**src/rtl/cht_pkg.sv**
```systemverilog
// Shared constants, types and codes for the chained hash table.
package cht_pkg;

    // Table geometry
    localparam int NUM_BUCKETS = 8;
    localparam int CHAIN_DEPTH = 8;
    localparam int MEM_DEPTH   = NUM_BUCKETS * CHAIN_DEPTH;

    // Field widths
    localparam int KEY_W     = 31;
    localparam int CMD_W     = 2;
    localparam int STATUS_W  = 3;
    localparam int OUT_BKT_W = 3;
    localparam int OUT_POS_W = 3;
    localparam int SEL_W     = 3;
    localparam int CFG_W     = 4;
    localparam int BKT_W     = (NUM_BUCKETS > 1) ? $clog2(NUM_BUCKETS) : 1;
    localparam int LEN_W     = $clog2(CHAIN_DEPTH + 1);
    localparam int ADDR_W    = (MEM_DEPTH > 1) ? $clog2(MEM_DEPTH) : 1;

    // APB port
    localparam int PADDR_W = 3;
    localparam int PDATA_W = 32;

    // Modulo unit: remainder bits consumed per cycle
    localparam int MOD_BITS = 4;
    localparam int KEY_PAD  = ((KEY_W + MOD_BITS - 1) / MOD_BITS) * MOD_BITS;
    localparam int MOD_CYC  = KEY_PAD / MOD_BITS;
    localparam int MODC_W   = (MOD_CYC > 1) ? $clog2(MOD_CYC) : 1;

    typedef logic [KEY_W-1:0]  key_t;
    typedef logic [BKT_W-1:0]  bkt_t;
    typedef logic [LEN_W-1:0]  cnt_t;
    typedef logic [ADDR_W-1:0] addr_t;
    typedef logic [CFG_W-1:0]  cfg_t;

    // Register map (word index)
    localparam logic [PADDR_W-3:0] REG_BUCKET_COUNT = '0;
    localparam cfg_t               BUCKET_COUNT_RST = CFG_W'(NUM_BUCKETS);

    // Commands
    localparam logic [CMD_W-1:0] CMD_INSERT = 2'd0;
    localparam logic [CMD_W-1:0] CMD_DELETE = 2'd1;
    localparam logic [CMD_W-1:0] CMD_SEARCH = 2'd2;
    localparam logic [CMD_W-1:0] CMD_LIST   = 2'd3;

    // Result status codes
    localparam logic [STATUS_W-1:0] ST_INSERTED   = 3'd0;
    localparam logic [STATUS_W-1:0] ST_DELETED    = 3'd1;
    localparam logic [STATUS_W-1:0] ST_DEL_FAIL   = 3'd2;
    localparam logic [STATUS_W-1:0] ST_FOUND      = 3'd3;
    localparam logic [STATUS_W-1:0] ST_NOT_FOUND  = 3'd4;
    localparam logic [STATUS_W-1:0] ST_LIST_ENTRY = 3'd5;
    localparam logic [STATUS_W-1:0] ST_FULL_EMPTY = 3'd6;

    // Flat key-store address of slot idx in bucket b
    function automatic addr_t slot_addr(input bkt_t b, input cnt_t idx);
        return ADDR_W'(int'(b) * CHAIN_DEPTH + int'(idx));
    endfunction

endpackage

```
**src/rtl/cht_mod.sv**
```systemverilog
// Iterative key modulo bucket-count unit, several remainder bits per cycle.
module cht_mod
(
    input  logic          clk,
    input  logic          rst_n,
    input  logic          start,
    input  cht_pkg::key_t key_in,
    input  cht_pkg::cfg_t nb,
    output logic          done,
    output cht_pkg::bkt_t rem
);
    import cht_pkg::*;

    logic [KEY_PAD-1:0] sh_reg;
    cfg_t               rem_reg;
    cfg_t               rem_next;
    logic [MODC_W-1:0]  cnt_reg;
    logic               run_reg;
    logic               done_reg;

    // Restoring remainder steps, MSB first; remainder stays below nb
    always_comb
    begin
        logic [CFG_W:0] t;
        cfg_t           r;
        r = rem_reg;
        for (int i = 0; i < MOD_BITS; i++)
        begin
            t = {r, sh_reg[KEY_PAD-1-i]};
            if (t >= {1'b0, nb})
            begin
                t = t - {1'b0, nb};
            end
            r = t[CFG_W-1:0];
        end
        rem_next = r;
    end

    // Control
    always_ff @(posedge clk or negedge rst_n)
    begin
        if (!rst_n)
        begin
            run_reg  <= 1'b0;
            done_reg <= 1'b0;
            cnt_reg  <= '0;
        end
        else if (start)
        begin
            run_reg  <= 1'b1;
            done_reg <= 1'b0;
            cnt_reg  <= '0;
        end
        else if (run_reg)
        begin
            cnt_reg <= cnt_reg + 1'b1;
            if (cnt_reg == MODC_W'(MOD_CYC - 1))
            begin
                run_reg  <= 1'b0;
                done_reg <= 1'b1;
            end
        end
        else
        begin
            done_reg <= 1'b0;
        end
    end

    // Datapath
    always_ff @(posedge clk)
    begin
        if (start)
        begin
            sh_reg  <= KEY_PAD'(key_in);
            rem_reg <= '0;
        end
        else if (run_reg)
        begin
            sh_reg  <= sh_reg << MOD_BITS;
            rem_reg <= rem_next;
        end
    end

    assign done = done_reg;
    assign rem  = BKT_W'(rem_reg);

endmodule

```
**src/rtl/chained_hash_table.sv**
```systemverilog
// Chained hash table: top level with key store, chain counts and sequencer.
//
// Usage: a request (cmd, key, bucket_sel) is taken when start is high and
// busy is low. cmd selects insert, delete, search or list of one bucket.
// The bucket of a key is key modulo bucket_count (APB register at 0x0,
// 0 acts as 1, values above 8 act as 8); write it only while busy is low.
// Each result appears on status/bucket/position/key_out/last for one cycle
// with result_valid high; last marks the final result of the request.
// Results cannot be held off: the receiver must take them as they come.
// Steps of a request: the key modulo runs first (skipped for list), then
// the chain length is read, then the chain is walked through the
// registered-read key memory at one slot per cycle: search and delete
// scan up to L slots, delete then closes the gap, insert moves L slots
// back and writes the front.
// One request is in flight at a time; busy falls in the cycle the final
// result is shown, and a new request may be taken then (L: chain length).
// Reset clears all chain counts and sets bucket_count to 8; no clearing
// pass is needed, the key memory is only read below a chain's length.
module chained_hash_table
(
    input  logic                           clk,
    input  logic                           rst_n,
    // APB configuration
    input  logic                           psel,
    input  logic                           penable,
    input  logic                           pwrite,
    input  logic [cht_pkg::PADDR_W-1:0]    paddr,
    input  logic [cht_pkg::PDATA_W-1:0]    pwdata,
    output logic [cht_pkg::PDATA_W-1:0]    prdata,
    output logic                           pready,
    // Request
    input  logic                           start,
    output logic                           busy,
    input  logic [cht_pkg::CMD_W-1:0]      cmd,
    input  cht_pkg::key_t                  key,
    input  logic [cht_pkg::SEL_W-1:0]      bucket_sel,
    // Result
    output logic                           result_valid,
    output logic [cht_pkg::STATUS_W-1:0]   status,
    output logic [cht_pkg::OUT_BKT_W-1:0]  bucket,
    output logic [cht_pkg::OUT_POS_W-1:0]  position,
    output cht_pkg::key_t                  key_out,
    output logic                           last
);
    import cht_pkg::*;

    localparam logic [2:0] S_IDLE  = 3'd0;
    localparam logic [2:0] S_MOD   = 3'd1;
    localparam logic [2:0] S_PREP  = 3'd2;
    localparam logic [2:0] S_SCAN  = 3'd3;
    localparam logic [2:0] S_SHDN  = 3'd4;
    localparam logic [2:0] S_SHUP  = 3'd5;
    localparam logic [2:0] S_FRONT = 3'd6;

    logic [2:0]       state_reg, state_next;
    logic [CMD_W-1:0] cmd_reg, cmd_next;
    key_t             key_reg, key_next;
    bkt_t             bucket_reg, bucket_next;
    cnt_t             len_reg, len_next;
    cnt_t             rd_idx_reg, rd_idx_next;
    logic             iss_reg, iss_next;
    logic             rv_reg, rv_next;
    cnt_t             rpos_reg, rpos_next;
    cnt_t             hit_reg, hit_next;
    cfg_t             bcount_reg;
    cfg_t             nb;

    cnt_t             len_tab_reg [NUM_BUCKETS];
    logic             len_we;
    cnt_t             len_wdata;
    cnt_t             cur_len;

    key_t             mem [MEM_DEPTH];
    key_t             mem_q_reg;
    logic             mem_re;
    addr_t            mem_raddr;
    logic             mem_we;
    addr_t            mem_waddr;
    key_t             mem_wdata;

    logic             mod_start;
    logic             mod_done;
    bkt_t             mod_rem;

    logic             emit;
    logic [STATUS_W-1:0] em_status;
    cnt_t             em_pos;
    key_t             em_key;
    logic             em_last;
    logic             last_pos;

    logic                 out_v_reg;
    logic [STATUS_W-1:0]  status_reg;
    logic [OUT_BKT_W-1:0] bucket_out_reg;
    logic [OUT_POS_W-1:0] position_reg;
    key_t                 key_out_reg;
    logic                 last_reg;

    logic             cfg_wr;

    // APB register
    assign pready = 1'b1;
    assign cfg_wr = psel && penable && pwrite && (paddr[PADDR_W-1:2] == REG_BUCKET_COUNT);

    always_ff @(posedge clk or negedge rst_n)
    begin
        if (!rst_n)
        begin
            bcount_reg <= BUCKET_COUNT_RST;
        end
        else if (cfg_wr)
        begin
            bcount_reg <= pwdata[CFG_W-1:0];
        end
    end

    assign prdata = (paddr[PADDR_W-1:2] == REG_BUCKET_COUNT) ? PDATA_W'(bcount_reg) : '0;

    // Effective bucket count
    always_comb
    begin
        if (bcount_reg == '0)
        begin
            nb = CFG_W'(1);
        end
        else if (bcount_reg > CFG_W'(NUM_BUCKETS))
        begin
            nb = CFG_W'(NUM_BUCKETS);
        end
        else
        begin
            nb = bcount_reg;
        end
    end

    // Key modulo unit, loaded straight from the request port on acceptance
    cht_mod u_mod
    (
        .clk    (clk),
        .rst_n  (rst_n),
        .start  (mod_start),
        .key_in (key),
        .nb     (nb),
        .done   (mod_done),
        .rem    (mod_rem)
    );

    // Key store: one write and one registered read per cycle
    always_ff @(posedge clk)
    begin
        if (mem_we)
        begin
            mem[mem_waddr] <= mem_wdata;
        end
        if (mem_re)
        begin
            mem_q_reg <= mem[mem_raddr];
        end
    end

    // Chain lengths
    assign cur_len = len_tab_reg[bucket_reg];

    always_ff @(posedge clk or negedge rst_n)
    begin
        if (!rst_n)
        begin
            for (int i = 0; i < NUM_BUCKETS; i++)
            begin
                len_tab_reg[i] <= '0;
            end
        end
        else if (len_we)
        begin
            len_tab_reg[bucket_reg] <= len_wdata;
        end
    end

    assign last_pos = (cnt_t'(rpos_reg + 1'b1) == len_reg);

    // Sequencer
    always_comb
    begin
        state_next  = state_reg;
        cmd_next    = cmd_reg;
        key_next    = key_reg;
        bucket_next = bucket_reg;
        len_next    = len_reg;
        rd_idx_next = rd_idx_reg;
        iss_next    = iss_reg;
        rv_next     = 1'b0;
        rpos_next   = rpos_reg;
        hit_next    = hit_reg;
        mod_start   = 1'b0;
        mem_re      = 1'b0;
        mem_raddr   = slot_addr(bucket_reg, rd_idx_reg);
        mem_we      = 1'b0;
        mem_waddr   = slot_addr(bucket_reg, '0);
        mem_wdata   = mem_q_reg;
        len_we      = 1'b0;
        len_wdata   = len_reg;
        emit        = 1'b0;
        em_status   = ST_FULL_EMPTY;
        em_pos      = '0;
        em_key      = key_reg;
        em_last     = 1'b1;

        // Read issue for the walking states
        if ((state_reg == S_SCAN || state_reg == S_SHDN || state_reg == S_SHUP) && iss_reg)
        begin
            mem_re    = 1'b1;
            rv_next   = 1'b1;
            rpos_next = rd_idx_reg;
            if (state_reg == S_SHUP)
            begin
                rd_idx_next = cnt_t'(rd_idx_reg - 1'b1);
                iss_next    = (rd_idx_reg != '0);
            end
            else
            begin
                rd_idx_next = cnt_t'(rd_idx_reg + 1'b1);
                iss_next    = (cnt_t'(rd_idx_reg + 1'b1) != len_reg);
            end
        end

        unique case (state_reg)
            S_IDLE:
            begin
                if (start)
                begin
                    cmd_next = cmd;
                    key_next = key;
                    if (cmd == CMD_LIST)
                    begin
                        bucket_next = BKT_W'(bucket_sel);
                        state_next  = S_PREP;
                    end
                    else
                    begin
                        mod_start  = 1'b1;
                        state_next = S_MOD;
                    end
                end
            end

            S_MOD:
            begin
                if (mod_done)
                begin
                    bucket_next = mod_rem;
                    state_next  = S_PREP;
                end
            end

            S_PREP:
            begin
                len_next    = cur_len;
                rd_idx_next = '0;
                iss_next    = 1'b1;
                unique case (cmd_reg)
                    CMD_INSERT:
                    begin
                        if (cur_len >= cnt_t'(CHAIN_DEPTH))
                        begin
                            emit       = 1'b1;
                            em_status  = ST_FULL_EMPTY;
                            state_next = S_IDLE;
                        end
                        else if (cur_len == '0)
                        begin
                            state_next = S_FRONT;
                        end
                        else
                        begin
                            rd_idx_next = cnt_t'(cur_len - 1'b1);
                            state_next  = S_SHUP;
                        end
                    end
                    CMD_DELETE, CMD_SEARCH:
                    begin
                        if (cur_len == '0)
                        begin
                            emit       = 1'b1;
                            em_status  = (cmd_reg == CMD_DELETE) ? ST_DEL_FAIL : ST_NOT_FOUND;
                            state_next = S_IDLE;
                        end
                        else
                        begin
                            state_next = S_SCAN;
                        end
                    end
                    CMD_LIST:
                    begin
                        if ((CFG_W'(bucket_reg) >= nb) || (cur_len == '0))
                        begin
                            emit       = 1'b1;
                            em_status  = ST_FULL_EMPTY;
                            em_key     = '0;
                            state_next = S_IDLE;
                        end
                        else
                        begin
                            state_next = S_SCAN;
                        end
                    end
                    default:
                    begin
                        state_next = S_IDLE;
                    end
                endcase
            end

            S_SCAN:
            begin
                if (rv_reg)
                begin
                    if (cmd_reg == CMD_LIST)
                    begin
                        emit      = 1'b1;
                        em_status = ST_LIST_ENTRY;
                        em_pos    = rpos_reg;
                        em_key    = mem_q_reg;
                        em_last   = last_pos;
                        if (last_pos)
                        begin
                            state_next = S_IDLE;
                        end
                    end
                    else if (mem_q_reg == key_reg)
                    begin
                        hit_next = rpos_reg;
                        if (cmd_reg == CMD_SEARCH)
                        begin
                            emit       = 1'b1;
                            em_status  = ST_FOUND;
                            em_pos     = rpos_reg;
                            state_next = S_IDLE;
                        end
                        else if (last_pos)
                        begin
                            len_we     = 1'b1;
                            len_wdata  = cnt_t'(len_reg - 1'b1);
                            emit       = 1'b1;
                            em_status  = ST_DELETED;
                            em_pos     = rpos_reg;
                            state_next = S_IDLE;
                        end
                        else
                        begin
                            // restart reads just behind the hit to close the gap
                            rd_idx_next = cnt_t'(rpos_reg + 1'b1);
                            iss_next    = 1'b1;
                            rv_next     = 1'b0;
                            state_next  = S_SHDN;
                        end
                    end
                    else if (last_pos)
                    begin
                        emit       = 1'b1;
                        em_status  = (cmd_reg == CMD_DELETE) ? ST_DEL_FAIL : ST_NOT_FOUND;
                        state_next = S_IDLE;
                    end
                end
            end

            S_SHDN:
            begin
                if (rv_reg)
                begin
                    mem_we    = 1'b1;
                    mem_waddr = slot_addr(bucket_reg, cnt_t'(rpos_reg - 1'b1));
                    if (last_pos)
                    begin
                        len_we     = 1'b1;
                        len_wdata  = cnt_t'(len_reg - 1'b1);
                        emit       = 1'b1;
                        em_status  = ST_DELETED;
                        em_pos     = hit_reg;
                        state_next = S_IDLE;
                    end
                end
            end

            S_SHUP:
            begin
                if (rv_reg)
                begin
                    mem_we    = 1'b1;
                    mem_waddr = slot_addr(bucket_reg, cnt_t'(rpos_reg + 1'b1));
                    if (rpos_reg == '0)
                    begin
                        state_next = S_FRONT;
                    end
                end
            end

            S_FRONT:
            begin
                mem_we     = 1'b1;
                mem_waddr  = slot_addr(bucket_reg, '0);
                mem_wdata  = key_reg;
                len_we     = 1'b1;
                len_wdata  = cnt_t'(len_reg + 1'b1);
                emit       = 1'b1;
                em_status  = ST_INSERTED;
                state_next = S_IDLE;
            end

            default:
            begin
                state_next = S_IDLE;
            end
        endcase

        // Nothing left pending once the request is finished
        if (state_next == S_IDLE)
        begin
            iss_next = 1'b0;
            rv_next  = 1'b0;
        end
    end

    // Control registers
    always_ff @(posedge clk or negedge rst_n)
    begin
        if (!rst_n)
        begin
            state_reg <= S_IDLE;
            iss_reg   <= 1'b0;
            rv_reg    <= 1'b0;
            out_v_reg <= 1'b0;
        end
        else
        begin
            state_reg <= state_next;
            iss_reg   <= iss_next;
            rv_reg    <= rv_next;
            out_v_reg <= emit;
        end
    end

    // Payload registers
    always_ff @(posedge clk)
    begin
        cmd_reg    <= cmd_next;
        key_reg    <= key_next;
        bucket_reg <= bucket_next;
        len_reg    <= len_next;
        rd_idx_reg <= rd_idx_next;
        rpos_reg   <= rpos_next;
        hit_reg    <= hit_next;
        if (emit)
        begin
            status_reg     <= em_status;
            bucket_out_reg <= OUT_BKT_W'(bucket_reg);
            position_reg   <= OUT_POS_W'(em_pos);
            key_out_reg    <= em_key;
            last_reg       <= em_last;
        end
    end

    assign busy         = (state_reg != S_IDLE);
    assign result_valid = out_v_reg;
    assign status       = status_reg;
    assign bucket       = bucket_out_reg;
    assign position     = position_reg;
    assign key_out      = key_out_reg;
    assign last         = last_reg;

endmodule

```
**config.mk**
```make
export PLATFORM = sky130hd
export DESIGN_NAME = chained_hash_table
export DESIGN_NICKNAME = d
export VERILOG_FILES = /design/src/rtl/cht_pkg.sv /design/src/rtl/cht_mod.sv /design/src/rtl/chained_hash_table.sv
export SDC_FILE = /design/constraint.sdc
export NUM_CORES = 2
export LEC_CHECK = 0
export BUFFER_PORTS_ARGS = -buffer_cell sky130_fd_sc_hd__buf_4
export CAP_MARGIN = 0
export CORE_AREA = 2 2 317 632
export CTS_CLUSTER_SIZE = 25
export DETAILED_ROUTE_END_ITERATION = 10
export DIE_AREA = 0 0 319 634
export SLEW_MARGIN = 10
export SYNTH_ARGS = -nofsm -noshare
export SYNTH_HDL_FRONTEND = slang
export SYNTH_HIERARCHICAL = 1
export SYNTH_SLANG_ARGS = --single-unit
export TNS_END_PERCENT = 50
```
**constraint.sdc**
```tcl
create_clock -name clk -period 6.42 [get_ports clk]
set_input_delay 1.284 -clock clk [delete_from_list [all_inputs] [get_ports clk]]
set_output_delay 1.284 -clock clk [all_outputs]
set_load 0.02 [all_outputs]
```
==> results.md <==
* Yosys synthesis warning count at 6
* Largest net degree at the start of global routing at 105
* Setup skew after layout at approximately 32 ps
* FILL cells at roughly 16k
* Endpoint, Worst Hold: len_tab_reg[13]
* Clock latency on the worst-skew pair at approximately 800 ps
* H-tree levels at 4
* Global-route wire length before repair at 291 mm
* Max FFs per register at between 1.5k and 2k
* Leak at 29.7 nW
* DRC errors left at 0
* Max_cap viols at 0
* Largest stage delay, worst path at around 450 ps
* Seq/Total Area, Yosys at 75.8%
* Synth Flop Type: edfxtp_1
* Top cells by count, synth: edfxtp_1, mux4_2, mux2_2
* Dpl cells at 6,363
* Top-count cell post-synth: edfxtp_1
* Synth cell types at 81
* Worst Setup SP: bcount_reg[1]
* Final Hold Viols at 0
* Crit path DAT at slightly below 7000 ps
* Post-DP HPWL at 128 mm
* Nets at about 4.1k
* Layout area overhead at 12.2%
* Tmin final at ~6000 ps
* Max clock buf depth at 4
* Worst vdd ir at ~0.00035 V
* Post-route ant nets at 0
* Initial antenna violation count at 7
* FF+latch count, synth at ~2.2k
* Largest area contributor in the netlist: edfxtp_1
* FF-to-FF path depth at 28
* Worst-Margin Slew at ~1200 ps
* DR pass1 iterations at 7
* Die height at between 600 and 700 um
* Ys async rst share at between 2 and 2.5%
* Die Footprint at about 200,000 sq um
* Vias in the first global route at 41.3k
* Drt initial violations at roughly 3.3k
* Startpoint Class: flop
* Hold_buf cts at 0
* Status: finished clean
* Peak Freq at between 150 and 200 MHz
* Wire per inst at 29.9 um
* Gpl congestion at 0.867
* Post-Syn Area at roughly 86,000 sq um
* Grt total ovfl at 0
* Mapped Cells at 3,756
* Multi-input gate area at 20,400 sq um
* Synth Area per Inst at around 23 sq um
* CTS tree: built
* Worst slew margin at 20.3%
* CP Capture Type: flop
* Hold Path Stages at 1
* Layout cells sized above 1 at 32.9%
* Root Buffer: clkbuf_16
* Setup Crit Path Kind: flop to flop
* Hold wc startpoint: len_tab_reg[13]
* Share of the synthesized area in the top cell type at ~74%
* Top cells by area, synth: edfxtp_1, mux4_2, mux2_2
* Final Non-Filler Cells at 6,689
* Tot GR Track Use at about a fifth
* Final worst-path cycle share at a little over nine tenths
* Ports at ~150
* # rows at 231
* DP Worst Slack at 84.4 ps
* CTS buffer count at 185
* HP Class: flop to flop
* Setup TNS at 0 ps
* FF-to-FF setup slack at ~370 ps
* Vias post-DR at about 39k
* Post-synth EDFFs at around 2.1k
* Starting Density at between 40% and 50%
* DR vias/cell at between 5 and 6
* Worst-path maximum fanout at 6
* Worst reg2reg path endpoint: u_mod/rem_reg[0]
* Buffers added on ports at just over 90
* Core Area at 198,000 sq um
* Reg-to-Reg Start: bcount_reg[1]
* Width of the chip at between 300 and 400 um
* Final setup violation count at 0
* CTS clk-pin slew, worst paths at about 70 ps
* Routed WL at around 200 mm
* Sink Count at 2,190
* Pwr/cell area at around 390 nW/um^2
* Max Slew Vio Count at 0
* Crit path required time at around 7100 ps
* Setup WS post-layout at 367 ps
* Critical-path top delay cell: or4b_1
* Register area at approximately 65,000 sq um
* Total Power at between 0.03 and 0.04 W
* Post-layout util at between 40% and 50%
-- per-layer routing --
layer | share of wire (%) | up-vias | track usage [%]
met3 | 3.5 | 254 | 1.92
met5 | 0 | - | 0
met4 | 2.7 | 0 | 5.52
met2 | 58 | 932 | 39.4
met1 | 35 | 21176 | 22.3
li1 | - | 16329 | -
-- worst max-delay path by stage --
stage / to / slack, ps / cells after the start
2_1_floorplan: u_mod/rem_reg[0] / 650 / 25
3_5_place_dp: u_mod/rem_reg[0] / 80 / 26
5_1_grt: u_mod/rem_reg[0] / -5 / 29
4_1_cts: u_mod/rem_reg[0] / 20 / 26
3_3_place_gp: u_mod/rem_reg[0] / 50 / 26
6_report: u_mod/rem_reg[0] / 370 / 28
-- layout make-up --
class	instances	share of cell area [%]
Clock inverter	99	0.888
Inverter	42	0.163
Multi-Input combinational cell	1334	21.1
Clock buffer	219	5.00
Sequential cell	2190	67.5
Antenna cell	2	0.00516
Tap cell	2563	3.31
Timing Repair Buffer	240	2.03
-- cell families after synthesis --
group                    share of synthesized area (%)
flip-flops                                        75.8
adder cells (fa/ha/maj)                          0.643
buffers and inverters                             1.40
XOR/XNOR                                         0.626
multiplexers                                      18.6
AND/OR/NAND/NOR                                   1.68
other                                          0.00870
AO/OA/AOI/OAI                                     1.27
-- layout by cell type (no fill, tap or decap), types with 15 or more instances in the layout --
cell type / n
mux4_2: 655
clkinv_2: 33
a21oi_1: 28
clkinv_1: 38
nor2_4: 65
nand3_1: 18
buf_4: 227
nand2_1: 48
xnor2_1: 16
ha_1: 32
dfrtp_1: 46
mux2_2: 102
edfxtp_1: 2134
a22o_1: 34
conb_1: 29
clkbuf_16: 189
inv_1: 41
bufinv_16: 15
nor2_1: 37
clkbuf_1: 30
nor2b_1: 15
xor2_1: 42
-- metrics by stage --
stage	hold slack (ps)	area [sq um]
final	502	96900
after global routing	520	96900
after floorplan	423	86500
after CTS	501	96800
after detailed placement	486	91100
after global placement	481	91100
-- critical path: cells and delay by family (launching register included) --
kind                     cells  cell delay, ps
AO/OA/AOI/OAI                9            1590
adder cells (fa/ha/maj)      4            1150
buffers and inverters        3             390
flip-flops                   1             400
multiplexers                 3            1050
AND/OR/NAND/NOR              9            1350
-- where the power goes --
part,switching (W),internal (W),total (W)
Combinational,0.00507,0.00437,0.00944
Sequential,0.000415,0.0168,0.0172
Clock,0.00499,0.00598,0.0110
Total,0.0105,0.0271,0.0376
-- what timing repair did --
| action | 4_1_cts | 5_1_grt |
|---|---|---|
| endpoints found under the setup margin | 1 | 4 |
| gates resized for setup | 1 | 15 |
| setup buffers | 0 | 6 |
| pin swaps | 0 | 7 |
Power figures use the tool's default switching activity.
